File: config.mk
export PLATFORM = sky130hd
export DESIGN_NAME = tga_rle_pixel_decoder
export DESIGN_NICKNAME = d
export VERILOG_FILES = /design/src/rtl/core/tga_rle_pkg.sv /design/src/rtl/core/tga_rle_step.sv /design/src/rtl/core/tga_rle_pixel_decoder.sv
export SDC_FILE = /design/constraint.sdc
export NUM_CORES = 1
export LEC_CHECK = 0
export BUFFER_PORTS_ARGS = -buffer_cell sky130_fd_sc_hd__buf_2
export CORE_MARGIN = 3
export CORE_UTILIZATION = 55
export CTS_BUF_LIST = sky130_fd_sc_hd__clkbuf_8
export CTS_CLUSTER_DIAMETER = 30
export DETAILED_ROUTE_END_ITERATION = 8
export PLACE_DENSITY = 0.8
export SYNTH_ARGS = -nofsm -noshare
export SYNTH_HDL_FRONTEND = slang
export SYNTH_SLANG_ARGS = --single-unit
File: constraint.sdc
create_clock -name clk -period 4.2 [get_ports clk]
set_input_delay 0.63 -clock clk [delete_from_list [all_inputs] [get_ports clk]]
set_output_delay 0.63 -clock clk [all_outputs]
set_load 0.01 [all_outputs]
File: src/rtl/core/tga_rle_pkg.sv
package tga_rle_pkg;

    // Configuration register indexes
    typedef enum logic [1:0] {
        CFG_BYTES_PER_PIXEL = 2'd0,
        CFG_COMPRESSED      = 2'd1,
        CFG_PIXEL_TOTAL     = 2'd2
    } cfg_reg_e;

    localparam int unsigned PIXEL_COUNT_W = 25;
    localparam int unsigned BPP_W         = 3;
    localparam int unsigned CFG_DATA_W    = 25;

    localparam logic [BPP_W-1:0] BPP_16BIT = 3'd2;
    localparam logic [BPP_W-1:0] BPP_24BIT = 3'd3;
    localparam logic [BPP_W-1:0] BPP_32BIT = 3'd4;

    localparam logic [PIXEL_COUNT_W-1:0] PIXEL_TOTAL_RESET = 25'd1;

    typedef struct packed {
        logic [BPP_W-1:0]         bytes_per_pixel;
        logic                     compressed;
        logic [PIXEL_COUNT_W-1:0] pixel_total;
    } cfg_t;

    typedef struct packed {
        logic [1:0]               byte_position;
        logic [23:0]              pixel_bytes;
        logic                     awaiting_header;
        logic                     run_packet;
        logic [7:0]               packet_pixels_left;
        logic [PIXEL_COUNT_W-1:0] image_pixels_left;
    } dec_state_t;

    typedef struct packed {
        logic       emit;
        logic [7:0] red;
        logic [7:0] green;
        logic [7:0] blue;
        logic [7:0] alpha;
        logic [7:0] repeat_res;
        logic       last_pixel;
        logic       overrun;
    } dec_result_t;

    // State after reset or a configuration write to a defined index
    function automatic dec_state_t restart_state(input logic [PIXEL_COUNT_W-1:0] total);
        dec_state_t s;
        s.byte_position      = 2'd0;
        s.pixel_bytes        = 24'd0;
        s.awaiting_header    = 1'b1;
        s.run_packet         = 1'b0;
        s.packet_pixels_left = 8'd0;
        s.image_pixels_left  = total;
        return s;
    endfunction

endpackage

File: src/rtl/core/tga_rle_step.sv
module tga_rle_step
    import tga_rle_pkg::*;
(
    input  cfg_t        cfg,
    input  dec_state_t  state,
    input  logic [7:0]  data_byte,
    output dec_state_t  state_next,
    output dec_result_t result
);

    logic [BPP_W-1:0] bpp_eff;
    logic [7:0]       s0;
    logic [7:0]       s1;
    logic [7:0]       s2;
    logic [7:0]       rep;
    logic             cut;
    logic [PIXEL_COUNT_W-1:0] left_after;

    // Clamp pixel size into 2..4
    always_comb
    begin
        if (cfg.bytes_per_pixel < BPP_16BIT)
            bpp_eff = BPP_16BIT;
        else if (cfg.bytes_per_pixel > BPP_32BIT)
            bpp_eff = BPP_32BIT;
        else
            bpp_eff = cfg.bytes_per_pixel;
    end

    assign s0 = state.pixel_bytes[7:0];
    assign s1 = state.pixel_bytes[15:8];
    assign s2 = state.pixel_bytes[23:16];

    // Run length: cut to the pixels left in the image
    always_comb
    begin
        cut = 1'b0;
        rep = 8'd1;
        if (cfg.compressed && state.run_packet)
        begin
            if (state.image_pixels_left < {{(PIXEL_COUNT_W-8){1'b0}}, state.packet_pixels_left})
            begin
                rep = state.image_pixels_left[7:0];
                cut = 1'b1;
            end
            else
            begin
                rep = state.packet_pixels_left;
            end
        end
    end

    assign left_after = state.image_pixels_left - {{(PIXEL_COUNT_W-8){1'b0}}, rep};

    // Decode one byte against the packet and pixel state
    always_comb
    begin
        state_next = state;
        result     = '0;
        if (state.image_pixels_left == '0)
        begin
            // surplus byte past the image end
            result.emit    = 1'b1;
            result.overrun = 1'b1;
        end
        else if (cfg.compressed && state.awaiting_header)
        begin
            state_next.run_packet         = data_byte[7];
            state_next.packet_pixels_left = {1'b0, data_byte[6:0]} + 8'd1;
            state_next.awaiting_header    = 1'b0;
            state_next.byte_position      = 2'd0;
            state_next.pixel_bytes        = 24'd0;
        end
        else if (({1'b0, state.byte_position} + 3'd1) < bpp_eff)
        begin
            // gather a byte of the pixel
            case (state.byte_position)
                2'd0:    state_next.pixel_bytes[7:0]   = s0 | data_byte;
                2'd1:    state_next.pixel_bytes[15:8]  = s1 | data_byte;
                2'd2:    state_next.pixel_bytes[23:16] = s2 | data_byte;
                default: state_next.pixel_bytes        = state.pixel_bytes;
            endcase
            state_next.byte_position = state.byte_position + 2'd1;
        end
        else
        begin
            // unpack the finished pixel
            unique case (bpp_eff)
                BPP_16BIT:
                begin
                    result.red   = {data_byte[6:2], 3'b000};
                    result.green = {data_byte[1:0], s0[7:5], 3'b000};
                    result.blue  = {s0[4:0], 3'b000};
                    result.alpha = {data_byte[7], 7'b0000000};
                end
                BPP_24BIT:
                begin
                    result.red   = data_byte;
                    result.green = s1;
                    result.blue  = s0;
                    result.alpha = 8'd0;
                end
                default:
                begin
                    result.red   = s2;
                    result.green = s1;
                    result.blue  = s0;
                    result.alpha = data_byte;
                end
            endcase
            state_next.byte_position = 2'd0;
            state_next.pixel_bytes   = 24'd0;

            // advance the packet
            if (cfg.compressed && state.run_packet)
            begin
                state_next.packet_pixels_left = 8'd0;
                state_next.awaiting_header    = 1'b1;
            end
            else if (cfg.compressed)
            begin
                state_next.packet_pixels_left = state.packet_pixels_left - 8'd1;
                if (state.packet_pixels_left == 8'd1)
                    state_next.awaiting_header = 1'b1;
            end

            state_next.image_pixels_left = left_after;
            result.emit       = 1'b1;
            result.repeat_res = rep;
            result.last_pixel = (left_after == '0);
            result.overrun    = cut;
        end
    end

endmodule

File: src/rtl/core/tga_rle_pixel_decoder.sv
// An accepted byte waits in the input register until the result side is free; its
// result is then registered in the output register.
// Throughput: one byte per clock while out_stall is low; a stalled result holds the
// byte in the input register and stalls the input until the result is taken.
// Headers and partial pixels give no result; every other byte gives exactly one.
// Reset (rst_n low, asynchronous): both stages empty, control registers at their defaults,
// decoding restarts with a packet header expected and one image pixel to go.
module tga_rle_pixel_decoder
    import tga_rle_pkg::*;
(
    input  logic                  clk,
    input  logic                  rst_n,

    input  logic                  cfg_valid,
    output logic                  cfg_ready,
    input  logic [1:0]            cfg_index,
    input  logic [CFG_DATA_W-1:0] cfg_data,

    input  logic                  in_valid,
    output logic                  in_stall,
    input  logic [7:0]            data_byte,

    output logic                  out_valid,
    input  logic                  out_stall,
    output logic [7:0]            red,
    output logic [7:0]            green,
    output logic [7:0]            blue,
    output logic [7:0]            alpha,
    output logic [7:0]            repeat_res,
    output logic                  last_pixel,
    output logic                  overrun
);

    cfg_t        cfg_reg;
    cfg_t        cfg_next;
    logic        cfg_hit;
    dec_state_t  state_reg;
    dec_state_t  state_next;
    dec_state_t  step_state;
    dec_result_t step_result;

    logic        in_valid_reg;
    logic        in_valid_next;
    logic [7:0]  in_byte_reg;

    logic        out_valid_reg;
    logic        out_valid_next;
    dec_result_t out_reg;

    logic        out_free;
    logic        advance;
    logic        in_take;

    assign cfg_ready = 1'b1;

    // Decode configuration writes
    always_comb
    begin
        cfg_next = cfg_reg;
        cfg_hit  = 1'b0;
        if (cfg_valid)
        begin
            unique case (cfg_index)
                CFG_BYTES_PER_PIXEL:
                begin
                    cfg_next.bytes_per_pixel = cfg_data[BPP_W-1:0];
                    cfg_hit = 1'b1;
                end
                CFG_COMPRESSED:
                begin
                    cfg_next.compressed = cfg_data[0];
                    cfg_hit = 1'b1;
                end
                CFG_PIXEL_TOTAL:
                begin
                    cfg_next.pixel_total = cfg_data[PIXEL_COUNT_W-1:0];
                    cfg_hit = 1'b1;
                end
                default:
                begin
                    cfg_hit = 1'b0;
                end
            endcase
        end
    end

    // Handshake between the two stages
    assign out_free = !out_valid_reg || !out_stall;
    assign advance  = in_valid_reg && out_free;
    assign in_stall = in_valid_reg && !out_free;
    assign in_take  = in_valid && !in_stall;

    always_comb
    begin
        if (in_take)
            in_valid_next = 1'b1;
        else if (advance)
            in_valid_next = 1'b0;
        else
            in_valid_next = in_valid_reg;
    end

    always_comb
    begin
        if (advance)
            out_valid_next = step_result.emit;
        else if (out_free)
            out_valid_next = 1'b0;
        else
            out_valid_next = out_valid_reg;
    end

    tga_rle_step u_step (
        .cfg        (cfg_reg),
        .state      (state_reg),
        .data_byte  (in_byte_reg),
        .state_next (step_state),
        .result     (step_result)
    );

    // Restart on a configuration write, otherwise follow the decoded byte
    always_comb
    begin
        if (cfg_hit)
            state_next = restart_state(cfg_next.pixel_total);
        else if (advance)
            state_next = step_state;
        else
            state_next = state_reg;
    end

    // Control and decoder state
    always_ff @(posedge clk or negedge rst_n)
    begin
        if (!rst_n)
        begin
            cfg_reg.bytes_per_pixel <= BPP_32BIT;
            cfg_reg.compressed      <= 1'b0;
            cfg_reg.pixel_total     <= PIXEL_TOTAL_RESET;
            state_reg               <= restart_state(PIXEL_TOTAL_RESET);
            in_valid_reg            <= 1'b0;
            out_valid_reg           <= 1'b0;
        end
        else
        begin
            cfg_reg       <= cfg_next;
            state_reg     <= state_next;
            in_valid_reg  <= in_valid_next;
            out_valid_reg <= out_valid_next;
        end
    end

    // Payload registers
    always_ff @(posedge clk)
    begin
        if (in_take)
            in_byte_reg <= data_byte;
        if (advance)
            out_reg <= step_result;
    end

    assign out_valid  = out_valid_reg;
    assign red        = out_reg.red;
    assign green      = out_reg.green;
    assign blue       = out_reg.blue;
    assign alpha      = out_reg.alpha;
    assign repeat_res = out_reg.repeat_res;
    assign last_pixel = out_reg.last_pixel;
    assign overrun    = out_reg.overrun;

endmodule

==> flow_metrics.py <==
metrics = {
    "sta": {
        "max_slew_margin": 0.243,
        "rsz0062_at_grt": "yes",
        "worstMarginPinSlew_ns": 1.14,
        "min_period_ns": 4.07,
        "max_freq_mhz": 246,
        "hold_viol_final": 0,
        "fin_worst_skew_ns": 0.0136,
        "layout_setup_ws_ns": 0.127,
        "finalMaxSlewViolations": 0,
        "finalCritPeriodShare": 0.970,
        "setup_violations": 0,
    },
    "setup_path": {
        "r2r_slack_ns": 0.13,
        "crit_fanout": 6,
        "arrival_ns": 4.40,
        "rr_startpoint": "state_reg[29]",
        "timing.rr.end": "last_pixel",
        "crit_path_frequent_cell": "ha_1",
        "crit_family": "simple AND/OR/NAND/NOR gates",
        "worstSetupStartpointType": "flip-flop",
        "max_stage_delay_ns": 0.53,
        "required_ns": 4.53,
        "cp_num_buf_inv": 1,
        "crit_chain": "inv_1, ha_1, a21oi_1, o22ai_1, nor3_1, o311a_1, mux2i_1, nand3_1, ha_1, fa_1, nor4bb_2, nand4b_1, a2111oi_4, nand4bb_1, nor4_2, and4_1",
        "critPathKind": "flip-flop to flip-flop",
        "endpoint_kind": "flip-flop",
        "r2r_cells": 16,
        "crit_slowest_cell": "fa_1",
    },
    "floorplanning": {
        "die_w_um": 123,
        "initial_core_util": 0.563,
        "ioPinCount": 85,
        "core_mm2": 0.0133,
        "die_h_um": 123,
        "dieArea_mm2": 0.0151,
        "rows": 42,
    },
    "synthesis": {
        "synth_area_leader_cell": "dfrtp_1",
        "synthCells": 727,
        "ys_types": 69,
        "synthTopCellsByArea": "dfrtp_1, edfxtp_1, mux2_2, a21oi_1, nand2_1",
        "syn_nets": 792,
        "syn_area_mm2": 0.00749,
        "synth_warnings": 0,
        "synth_area_per_cell_um2": 10.3,
        "synth-seq-cells": 142,
        "synth_top_area_share": 0.294,
        "synth-seq-area-share": 0.508,
        "synthArstFlopShare": 0.648,
        "synthFlopType": "dfrtp_1",
        "synth_edf_count": 50,
    },
    "clock_tree": {
        "cts_max_level": 4,
        "clock_sinks": 142,
        "clk_pin_slew_worst_paths_ns": 0.08,
        "numCtsBuffers": 17,
        "cts_tree": "yes",
        "clk_latency_ns": 0.46,
        "cts_root_buffer": "clkbuf_8",
        "clockBufferDepth": 2,
    },
    "finish": {
        "drive_gt1_frac": 0.257,
        "nFillCells": 1052,
        "syn2layout_area_growth_pct": 14.3,
        "final_cell_area_mm2": 0.00857,
        "antennaDiodeCount": 0,
        "fin_util": 0.644,
        "largest_reg_flops": 61,
        "nNetsFinal": 877,
    },
    "pwr": {
        "power_mw": 5.49,
        "p_leak_nw": 3.53,
        "power_density_mw_per_mm2": 641,
        "peakVddDrop_mv": 0.283,
    },
    "run": {
        "cap_violations": 0,
    },
    "drt": {
        "dr.pass1.iters": 5,
        "drc": 0,
        "vias": 5992,
        "avgRoutedWirePerCell_um": 18.3,
        "via_per_inst": 5.99,
        "wl_mm": 18.3,
        "drtAntennaViolNets": 0,
        "drt-initial-drc-count": 649,
    },
    "global_routing": {
        "overflow": 0,
        "grt_pass1_wl_mm": 29.2,
        "grt_pass1_vias": 5833,
        "antenna_found_initial": 0,
        "grt_usage": 0.251,
        "grt_max_degree": 72,
    },
    "placement": {
        "place_congestion": 0.919,
        "dp_hpwl_mm": 12.9,
        "pre_cts_ws_ns": -0.0891,
        "place_area_mm2": 0.00810,
        "io_buffers": 83,
    },
    "min_path": {
        "hold_path.class": "input pin to async pin",
    },
    "status": {
        "status": "completed",
    },
}
[worst reg2reg max path: cells and delay by family, from the launching register on]
| kind | cells | cell delay (ns) |
|---|---|---|
| and+or+nand+nor | 7 | 1.30 |
| adders and majority gates | 3 | 1.00 |
| AOI/OAI and AO/OA | 4 | 0.82 |
| DFF | 1 | 0.45 |
| muxes | 1 | 0.26 |
| buffers and inverters | 1 | 0.11 |
[worst max-delay path by stage]
stage | start | end | cells past startpoint
after floorplan | state_reg[29] | last_pixel | 17
after global placement | state_reg[26] | last_pixel | 15
after detailed placement | state_reg[29] | last_pixel | 16
after CTS | state_reg[29] | last_pixel | 16
after global routing | state_reg[29] | last_pixel | 16
final | state_reg[29] | last_pixel | 16
[where the power goes]
part	leakage [nW]	switching, mW	internal [mW]
Combinational	1.69	1.42	0.903
Sequential	1.65	0.332	1.83
Clock	0.183	0.561	0.450
[Yosys cell counts, drive strengths merged, types with 2 or more instances]
cell type and instances:
nand2b 7, or4b 3, mux2 31, o31ai 3, edfxtp 50, clkbuf 28
a21o 5, xnor2 16, nor2 55, dfstp 4, ha 24, a31oi 4
and2 8, nand3 24, nand2 83, nand3b 2, nor3b 9, xor2 11
nand4b 4, mux2i 12, or3 8, a211oi 4, or2 9, a2111oi 3
a21boi 4, nor3 21, buf 13, o21ai 47, nor4 14, nor2b 4
o211ai 2, and3 16, nand4 4, dfrtp 88, a22o 6, o22ai 4
a21oi 66, inv 16
[layout by cell type (no fill, tap or decap), drive strengths merged, types with 5 or more instances in the layout]
cell    synthesis  final
a21o            5      5
a22o            6      6
nor3           21     21
inv            16     21
nor3b           9      9
mux2           31     31
xor2           11     11
xnor2          16     16
o21ai          47     47
and2            8      8
ha             24     24
and3           16     16
edfxtp         50     50
clkinv          0      5
or2             9      9
dfrtp          88     88
a21oi          66     66
nor4           14     14
mux2i          12     12
buf            13    107
nand2b          7      7
nand2          83     83
nand3          24     24
clkbuf         28     19
nor2           55     55
or3             8      8
[cell families (layout without fill, tap and decap cells)]
logic type                 count (synthesis)  after routing  synth area share
other                                      1              1          0.000501
xor gates and xnor gates                  27             27            0.0316
AOI/OAI and AO/OA                        155            155             0.129
buffers and inverters                     57            155            0.0354
DFF                                      142            142             0.508
muxes                                     43             43            0.0626
and+or+nand+nor                          277            277             0.190
adders and majority gates                 25             25            0.0428
[per-layer routing]
metal | up-vias | wire (um) | global-route usage
li1 | 2774 | - | -
met1 | 2894 | 7320 | 0.322
met2 | 275 | 9010 | 0.408
met3 | 49 | 1330 | 0.0530
met4 | 0 | 613 | 0.120
met5 | - | 0 | 0
[per-stage QoR]
stage / std cells / hold WS (ns) / setup TNS (ns)
2_1_floorplan: 727 / 0.334 / 0
3_3_place_gp: 968 / 0.473 / 0
3_5_place_dp: 968 / 0.481 / -0.0891
4_1_cts: 1000 / 0.307 / 0
5_1_grt: 1001 / 0.316 / -0.0701
6_report: 1001 / 0.269 / 0
[cell type report]
type | count | area, um2 | area share
flip-flops and latches | 142 | 3810 | 0.445
repair buffers | 107 | 602 | 0.0703
clock buffers | 19 | 262 | 0.0305
inverters | 16 | 60.1 | 0.00701
multi-input cells | 528 | 3500 | 0.409
clock inverters | 13 | 108 | 0.0126
well taps | 176 | 220 | 0.0257
[repair_timing]
action | 4_1_cts | 5_1_grt
hold buffers | 0 | 0
pin swaps | 0 | 6
buffers inserted | 0 | 1
setup endpoints to repair | 1 | 6
gates resized for setup | 3 | 15
Power figures use the tool's default switching activity.
